[src/design/i2cee_pkg.sv]
// Types, codes and small decode functions for the I2C EEPROM master.
package i2cee_pkg;

  typedef enum logic [1:0] {
    MODE_IDLE  = 2'd0,
    MODE_READ  = 2'd1,
    MODE_WRITE = 2'd2
  } mode_t;

  typedef enum logic [1:0] {
    SEG_START = 2'd0,
    SEG_TX    = 2'd1,
    SEG_RX    = 2'd2,
    SEG_STOP  = 2'd3
  } seg_t;

  // Request kinds on the input channel
  localparam logic [1:0] KIND_READ  = 2'd1;
  localparam logic [1:0] KIND_WRITE = 2'd2;

  // Configuration register indexes
  localparam logic REG_DEVICE_ADDRESS = 1'b0;
  localparam logic REG_PHASE_TICKS    = 1'b1;

  localparam logic [6:0]  DEV_ADDR_RST    = 7'd80;
  localparam logic [15:0] PHASE_TICKS_RST = 16'd100;

  // Segment programs
  localparam logic [2:0] READ_LAST_SEG  = 3'd6;
  localparam logic [2:0] WRITE_LAST_SEG = 3'd4;
  localparam logic [3:0] ACK_SLOT       = 4'd8;
  localparam logic [1:0] SUB_LAST       = 2'd2;

  typedef struct packed {
    logic scl;
    logic sda;
    logic smp_ack;
    logic smp_bit;
    logic last;
  } phase_t;

  function automatic seg_t seg_kind(input logic is_read, input logic [2:0] seg);
    seg_t k;
    k = SEG_TX;
    if (is_read) begin
      case (seg)
        3'd0, 3'd3: k = SEG_START;
        3'd5:       k = SEG_RX;
        3'd6:       k = SEG_STOP;
        default:    k = SEG_TX;
      endcase
    end else begin
      case (seg)
        3'd0:    k = SEG_START;
        3'd4:    k = SEG_STOP;
        default: k = SEG_TX;
      endcase
    end
    return k;
  endfunction

endpackage

[src/design/i2c_eeprom_master.sv]
// I2C EEPROM master: bus phase sequencer, one tick item in and one status item out.
// The status item of an accepted tick is in the output register in the cycle after it is taken.
// Throughput: one tick per cycle; a new tick is taken whenever the output register is
// empty or being drained in the same cycle.
// Reset (rst_n low, synchronous): sequencer idle, lines released, flags and read byte
// cleared, device address 80 and phase length 100 ticks.
module i2c_eeprom_master
  import i2cee_pkg::*;
(
  input  logic        clk,
  input  logic        rst_n,
  // Input ticks
  input  logic        in_tvalid,
  output logic        in_tready,
  input  logic [1:0]  in_tuser,   // [1:0] kind
  input  logic [23:0] in_tdata,   // [7:0] word_address, [15:8] write_data, [16] sda_in
  // Status results
  output logic        out_tvalid,
  input  logic        out_tready,
  output logic        out_tlast,  // done_res
  output logic [15:0] out_tdata,  // [0] scl_level, [1] sda_level, [2] busy_res,
                                  // [10:3] read_byte, [11] nack_seen
  // Configuration
  input  logic        cfg_we,
  input  logic        cfg_index,
  input  logic [15:0] cfg_wdata
);

  mode_t       mode_r, mode_nxt;
  logic [2:0]  seg_r, seg_nxt;
  logic [3:0]  slot_r, slot_nxt;
  logic [1:0]  sub_r, sub_nxt;
  logic [15:0] timer_r, timer_nxt;
  logic [7:0]  shift_r, shift_nxt;
  logic [7:0]  addr_r, addr_nxt;
  logic [7:0]  data_r, data_nxt;
  logic [7:0]  received_r, received_nxt;
  logic        nack_r, nack_nxt;
  logic        done_r, done_nxt;
  logic        out_valid_r;
  logic [6:0]  dev_addr_r;
  logic [15:0] phase_ticks_r;

  logic        accept;
  logic        is_read;
  logic        busy;
  seg_t        kind_of_seg;
  logic [7:0]  dev_w;
  logic [7:0]  tx_byte;
  phase_t      ph;
  logic [16:0] pt_eff;
  logic        phase_end;
  logic [7:0]  f_word_address;
  logic [7:0]  f_write_data;
  logic        f_sda_in;

  assign f_word_address = in_tdata[7:0];
  assign f_write_data   = in_tdata[15:8];
  assign f_sda_in       = in_tdata[16];

  assign in_tready = !out_valid_r || out_tready;
  assign accept    = in_tvalid && in_tready;

  assign is_read     = (mode_r == MODE_READ);
  assign busy        = (mode_r != MODE_IDLE);
  assign kind_of_seg = seg_kind(is_read, seg_r);
  assign dev_w       = {dev_addr_r, 1'b0};

  always_comb begin
    case (seg_r)
      3'd1:    tx_byte = dev_w;
      3'd2:    tx_byte = addr_r;
      default: tx_byte = is_read ? (dev_w | 8'h01) : data_r;
    endcase
  end

  // Decode the line levels and sample points of the current phase
  always_comb begin
    ph = '0;
    ph.last = (seg_r == (is_read ? READ_LAST_SEG : WRITE_LAST_SEG)) && (sub_r == SUB_LAST);
    case (kind_of_seg)
      SEG_START: begin
        ph.scl = (sub_r != 2'd2);
        ph.sda = (sub_r == 2'd0);
      end
      SEG_STOP: begin
        ph.scl = (sub_r != 2'd0);
        ph.sda = (sub_r == 2'd2);
      end
      SEG_TX: begin
        ph.scl = (sub_r == 2'd1);
        if (slot_r == ACK_SLOT) begin
          ph.sda     = 1'b1;
          ph.smp_ack = (sub_r == 2'd1);
        end else begin
          ph.sda = tx_byte[~slot_r[2:0]];
        end
      end
      SEG_RX: begin
        ph.scl     = (sub_r == 2'd1);
        ph.sda     = 1'b1;
        ph.smp_bit = (sub_r == 2'd1) && (slot_r != ACK_SLOT);
      end
      default: ph = '0;
    endcase
  end

  assign pt_eff    = (phase_ticks_r == 16'd0) ? 17'd1 : {1'b0, phase_ticks_r};
  assign phase_end = ({1'b0, timer_r} + 17'd1) >= pt_eff;

  always_comb begin
    mode_nxt     = mode_r;
    seg_nxt      = seg_r;
    slot_nxt     = slot_r;
    sub_nxt      = sub_r;
    timer_nxt    = timer_r;
    shift_nxt    = shift_r;
    addr_nxt     = addr_r;
    data_nxt     = data_r;
    received_nxt = received_r;
    nack_nxt     = nack_r;
    done_nxt     = done_r;
    if (accept) begin
      done_nxt = 1'b0;
      if (!busy) begin
        if ((in_tuser == KIND_READ) || (in_tuser == KIND_WRITE)) begin
          addr_nxt  = f_word_address;
          data_nxt  = f_write_data;
          nack_nxt  = 1'b0;
          shift_nxt = '0;
          seg_nxt   = '0;
          slot_nxt  = '0;
          sub_nxt   = '0;
          timer_nxt = '0;
          mode_nxt  = (in_tuser == KIND_READ) ? MODE_READ : MODE_WRITE;
        end
      end else if (phase_end) begin
        if (ph.smp_ack && f_sda_in) begin
          nack_nxt = 1'b1;
        end
        if (ph.smp_bit) begin
          shift_nxt = {shift_r[6:0], f_sda_in};
        end
        timer_nxt = '0;
        if (ph.last) begin
          if (is_read) begin
            received_nxt = shift_r;
          end
          mode_nxt = MODE_IDLE;
          seg_nxt  = '0;
          slot_nxt = '0;
          sub_nxt  = '0;
          done_nxt = 1'b1;
        end else if (sub_r != SUB_LAST) begin
          sub_nxt = sub_r + 2'd1;
        end else begin
          sub_nxt = '0;
          // Start/stop segments and the ack slot close the segment
          if ((kind_of_seg == SEG_START) || (kind_of_seg == SEG_STOP) ||
              (slot_r == ACK_SLOT)) begin
            slot_nxt = '0;
            seg_nxt  = seg_r + 3'd1;
          end else begin
            slot_nxt = slot_r + 4'd1;
          end
        end
      end else begin
        timer_nxt = timer_r + 16'd1;
      end
    end
  end

  always_ff @(posedge clk) begin
    if (!rst_n) begin
      mode_r        <= MODE_IDLE;
      seg_r         <= '0;
      slot_r        <= '0;
      sub_r         <= '0;
      timer_r       <= '0;
      shift_r       <= '0;
      addr_r        <= '0;
      data_r        <= '0;
      received_r    <= '0;
      nack_r        <= 1'b0;
      done_r        <= 1'b0;
      out_valid_r   <= 1'b0;
      dev_addr_r    <= DEV_ADDR_RST;
      phase_ticks_r <= PHASE_TICKS_RST;
    end else begin
      mode_r     <= mode_nxt;
      seg_r      <= seg_nxt;
      slot_r     <= slot_nxt;
      sub_r      <= sub_nxt;
      timer_r    <= timer_nxt;
      shift_r    <= shift_nxt;
      addr_r     <= addr_nxt;
      data_r     <= data_nxt;
      received_r <= received_nxt;
      nack_r     <= nack_nxt;
      done_r     <= done_nxt;
      if (accept) begin
        out_valid_r <= 1'b1;
      end else if (out_tready) begin
        out_valid_r <= 1'b0;
      end
      if (cfg_we) begin
        case (cfg_index)
          REG_DEVICE_ADDRESS: dev_addr_r    <= cfg_wdata[6:0];
          REG_PHASE_TICKS:    phase_ticks_r <= cfg_wdata;
          default:            phase_ticks_r <= phase_ticks_r;
        endcase
      end
    end
  end

  // State only moves on an accepted tick, so the status item holds while stalled unless the configuration is written
  assign out_tvalid = out_valid_r;
  assign out_tlast  = done_r;
  assign out_tdata  = {4'd0, nack_r, received_r, busy,
                       busy ? ph.sda : 1'b1, busy ? ph.scl : 1'b1};

endmodule

[config.mk]
export PLATFORM = sky130hd
export DESIGN_NAME = i2c_eeprom_master
export DESIGN_NICKNAME = d
export VERILOG_FILES = /design/src/design/i2cee_pkg.sv /design/src/design/i2c_eeprom_master.sv
export SDC_FILE = /design/constraint.sdc
export NUM_CORES = 1
export LEC_CHECK = 0
export BUFFER_PORTS_ARGS = -buffer_cell sky130_fd_sc_hd__buf_4
export CAP_MARGIN = 40
export CELL_PAD_IN_SITES_DETAIL_PLACEMENT = 2
export CELL_PAD_IN_SITES_GLOBAL_PLACEMENT = 2
export CORE_ASPECT_RATIO = 0.5
export CORE_MARGIN = 4
export CORE_UTILIZATION = 38
export CTS_BUF_LIST = sky130_fd_sc_hd__clkbuf_8
export CTS_CLUSTER_SIZE = 14
export DETAILED_ROUTE_END_ITERATION = 8
export PLACE_DENSITY = 0.95
export SYNTH_ARGS = -nofsm -noshare
export SYNTH_HDL_FRONTEND = slang
export SYNTH_SLANG_ARGS = --single-unit
[constraint.sdc]
create_clock -name clk -period 5.2 [get_ports clk]
set_clock_uncertainty 0.15 [all_clocks]
set_input_delay 0.52 -clock clk [delete_from_list [all_inputs] [get_ports clk]]
set_output_delay 0.52 -clock clk [all_outputs]
set_load 0.01 [all_outputs]
## After elaboration in Yosys (flattened, before gate mapping)

Index checks and enable logic that the tools add are counted.

- Memory bits (read-only): 0
- Bits in writable memories: 0
- Memories: 0
- Register bits: 85
- Input bits: 48
- Bits in latches: 0

- Bitwise gates (word level): 3
- Divide/modulo/power cells: 0
- Eq/ne operators: 24
- Multiply operators: 0
- Muxes and demuxes: 54
- Magnitude comparators: 2
- Reductions and logical operators: 29
- Shifts and indexed selects: 0
- Add/sub/neg operators: 5

Operator list:

| operator | number |
|---|---|
| $mux 16 | 4 |
| $mux 8 | 5 |
| $mux 2 | 12 |
| $mux 4 | 6 |
| $mux 3 | 6 |
| $add 16x1->17 const B | 1 |
| $ge 17x16->1 | 1 |
| $add 16x1->16 const B | 1 |
| $logic_not 16->1 | 1 |
| $mux 1 | 16 |
| $pmux 8 s2 | 1 |
| $reduce_and 4->1 | 4 |
| $reduce_and 5->1 | 2 |
| $eq 3x3->1 const B | 3 |
| $eq 2x1->1 const B | 4 |
| $eq 2x2->1 const B | 4 |
| $ne 2x1->1 const B | 4 |
| $pmux 2 s4 | 1 |
| $reduce_bool 2->1 | 4 |
| $eq 3x2->1 const B | 2 |
| $pmux 2 s3 | 1 |
| $reduce_and 2->1 | 3 |
| $reduce_and 3->1 | 2 |
| $add 4x1->4 const B | 1 |
| 20 further kinds | 28 |

## Logic depth before layout (Yosys ltp)

- Depth after elaboration: 12
- Depth in mapped cells: 15
- Mapped depth without buffers: 12

## Worst setup path before layout

No wires, ideal clock.

- Kind: flip-flop to flip-flop
- Start: reg timer_r[0]
- End: reg received_r[0]
- Data required time: 4.931 ns
- Stages on the path, launching flop included: 14
- Arrival: 2.958 ns
- Path slack: 1.973 ns
- Period minus slack after synthesis: 3.227 ns
- Library setup time: 0.119 ns
- Path buffers: 2
- Cell sequence: dfxtp_1 ha_1 and2_0 nand4_1 xnor2_1 ha_1 and4_1 nor4b_1 o31ai_1 and4b_1 buf_6 or4_4 buf_6 mux2i_1

- Longest elaborated chain between the ends: 3

RTL lines:

| element | RTL line | source |
|---|---|---|
| start: declaration | i2c_eeprom_master.sv:33 | `logic [15:0] timer_r, timer_nxt;` |
| start signal: assignment | i2c_eeprom_master.sv:194 | `timer_r <= timer_nxt;` |
| $add 16x1->17 | i2c_eeprom_master.sv:109 | `assign phase_end = ({1'b0, timer_r} + 17'd1) >= pt_eff;` |
| $ge 17x16->1 | i2c_eeprom_master.sv:109 |  |
| $reduce_and 5->1 (no line) | -- |  |
| end signal: assignment | i2c_eeprom_master.sv:198 | `received_r <= received_nxt;` |
| end: declaration | i2c_eeprom_master.sv:37 | `logic [7:0] received_r, received_nxt;` |

Every way passes these cells.
A chain may end at the register's enable or synchronous reset.

## Worst setup path in the final report

- Start: reg timer_r[0]
- End: reg slot_r[2]

- Longest elaborated chain between the ends: 4

RTL lines:

| element | RTL line | source |
|---|---|---|
| $add 16x1->17 | i2c_eeprom_master.sv:109 |  |
| $ge 17x16->1 | i2c_eeprom_master.sv:109 |  |
| $ne 2x1->1 (no line) | -- |  |
| $reduce_and 4->1 (no line) | -- |  |
| end signal: assignment | i2c_eeprom_master.sv:192 | `slot_r <= slot_nxt;` |
| end: declaration | i2c_eeprom_master.sv:31 | `logic [3:0] slot_r, slot_nxt;` |

Every way passes these cells.

==> flow_metrics.tcl <==
set metrics [dict create \
    cts_resized 0 \
    final_util_pct 44.9 \
    synth_top_area_cell "dfxtp_1" \
    ys_dominant_reg_cell "dfxtp_1" \
    antenna_left 0 \
    setup_slack_ns 1.11 \
    slew_violations 0 \
    syn2layout_area_growth_pct 14.8 \
    grt_overflow 0 \
    die_w_um 164 \
    status "finished clean" \
    core.rowCount 28 \
    power_mw 1.33 \
    initial_utilization_pct 39.1 \
    place_ws_ns 1.30 \
    leakage_nw 2.18 \
    syn_inst 553 \
    cts_tree "yes" \
    final_area_um2 5310 \
    ys_async_sr_fraction_pct 0 \
    hold_viol 0 \
    yosysUniqueCellTypes 53 \
    hpwl_mm 11.0 \
    max_stage_delay_ns 0.49 \
    synth.top_cell.area_share_pct 36.8 \
    finalSetupTns_ns 0 \
    clock_path_buffers 2 \
    insertedDiodeCount 0 \
    cpMaxStageDelayCell "o31ai_1" \
    peakVddDrop_mv 0.0941 \
    synth_top_family_by_area "simple AND/OR/NAND/NOR gates" \
    synth_area_um2 4630 \
    seq_area_frac_synth_pct 36.8 \
    drv_cap 0 \
    synth_compound_area_share_pct 18.4 \
    synthTopCellsByArea "dfxtp_1 37%, nand2_1 9.8%, ha_1 7.8%, mux2i_1 6.3%, a21boi_0 5.7%" \
    worstPathMaxFanout 7 \
    ys_warn_count 0 \
    fin_crit_sh_pct 78.6 \
    cts_sinks 85 \
    gp_congestion 0.771 \
    crit_chain "ha_1 -> and2_0 -> nand4_1 -> xnor2_1 -> ha_1 -> a211oi_1 -> nor2_1 -> o31ai_1 -> and4b_1 -> o21ai_0 -> a41o_1" \
    port_buffers 55 \
    crit_top_cell "ha_1" \
    crit_path_start_kind "flop" \
    critPathArrivalTime_ns 4.20 \
    via_count 4213 \
    ys_seq_elements 85 \
    power_density_nw_per_um2 250 \
    place_area_um2 5120 \
    tightestPinTransition_ns 0.834 \
    synth_edf_count 0 \
    fin_crit_ns 4.09 \
    grt_max_degree 91 \
    die_area_um2 14100 \
    syn_area_per_cell_um2 8.36 \
    critPathKind "reg -> reg" \
    cts_buffers 9 \
    relSlewSlack_pct 44.4 \
    max_freq_ghz 0.245 \
    synth-simple-area-share_pct 21.8 \
    setup_viol 0 \
    hp-class "in -> reg" \
    root_buffer "clkbuf_8" \
    io_pins 67 \
    synthAdderAreaFrac_pct 7.84 \
    synth_xor_area_share_pct 2.84 \
    wirelength_mm 15.4 \
    die_y_um 86.0 \
    drtIter0Drc 216 \
    drive_above_1_share_pct 13.3 \
    fin_nets 667 \
    clkSlewWorstSetupHoldPaths_ns 0.09 \
    grt_pass1_wl_mm 25.2 \
    htree_levels 3 \
    muxShareOfSynthArea_pct 6.28 \
    avgViaCountPerCell 5.54 \
    cts-hold-fix-buffers 0 \
    grtUsageTotal_pct 22.6 \
    end_kind "flop" \
    clk_latency_ns 0.37 \
    drc 0 \
    antenna_found_initial 0 \
    core_region_area_um2 11800 \
    cp.required_ns 5.32 \
    synthTopCellsByCount "121 x nand2_1, 85 x dfxtp_1, 35 x a21boi_0" \
    firstDrtPassIters 4 \
    synth.most_common_cell "nand2_1" \
    post_drt_wl_per_cell_um 20.3 \
    grt_setup_unrepaired "no" \
    grt_pass1_vias 4721 \
    post_cts_buffers 0 \
]
-- placed cells by master (no fill, tap or decap), drive strengths merged, types with 12 or more instances in the layout --
cell	n
mux2i	29
inv	31
buf	58
a21oi	13
ha	29
a21boi	35
a32o	12
nand3	28
nand2	121
dfxtp	85
nor2	15
-- final timing paths --
path	from	end	slack, ns	cells past startpoint
worst min-delay path	cfg_wdata[4]	dev_addr_r[4]	0.23	3
worst max-delay path	timer_r[0]	slot_r[2]	1.11	11
worst min register to register	received_r[0]	received_r[0]	0.32	2
worst max register to register	timer_r[0]	slot_r[2]	1.11	11
-- cells by family (layout without fill, tap and decap cells) --
family          Yosys count  count (layout)
compound gates          114             114
fa+ha+maj                29              29
simple gates            216             216
buf+inv                  64             103
xor+xnor                 15              15
mux                      29              29
other cells               1               4
flops                    85              85
-- sequential cells by signal (all words and copies together) (netlist names) --
| signal | flops |
|---|---|
| phase_ticks_r | 16 |
| addr_r | 8 |
| out_tlast | 1 |
| nack_r | 1 |
| dev_addr_r | 7 |
| received_r | 8 |
| slot_r | 4 |
| data_r | 8 |
| sub_r | 2 |
| out_tvalid | 1 |
| mode_r | 2 |
| seg_r | 3 |
| timer_r | 16 |
| shift_r | 8 |
-- report_power, final --
part	internal, mW	switching [mW]	leakage [nW]
clock network	0.230	0.255	0.105
logic	0.0621	0.0957	1.39
registers	0.670	0.0164	0.690
total	0.963	0.367	2.18
-- worst max-delay path: cells and delay by family (launching register included) --
| family | cells | cell delay, ns |
|---|---|---|
| adder cells (fa/ha/maj) | 2 | 0.57 |
| AO/OA/AOI/OAI | 4 | 1.44 |
| AND/OR/NAND/NOR | 4 | 1.15 |
| XOR/XNOR | 1 | 0.24 |
| flip-flops | 1 | 0.42 |
-- final cells by class --
class                      count  area, um^2
inverter                      29         109
clock buffer                  10         138
multi-input combinational    407        2660
tap                          165         206
timing repair buffer          58         439
clock inverter                 6        55.1
fill                        1388        6530
sequential                    85        1700
-- through the flow --
stage	cells	hold slack [ns]
6_report	760	0.231
5_1_grt	760	0.239
4_1_cts	760	0.216
3_5_place_dp	744	0.315
3_3_place_gp	743	0.294
2_1_floorplan	556	0.285
-- routing by layer --
metal	GRT usage (%)	wire (um)	vias up
li1	-	-	2009
met3	4.42	454	27
met1	26.6	6690	2099
met2	41.7	7980	78
met4	7.15	301	0
met5	0	0	-
(Power assumes the default switching activity.)
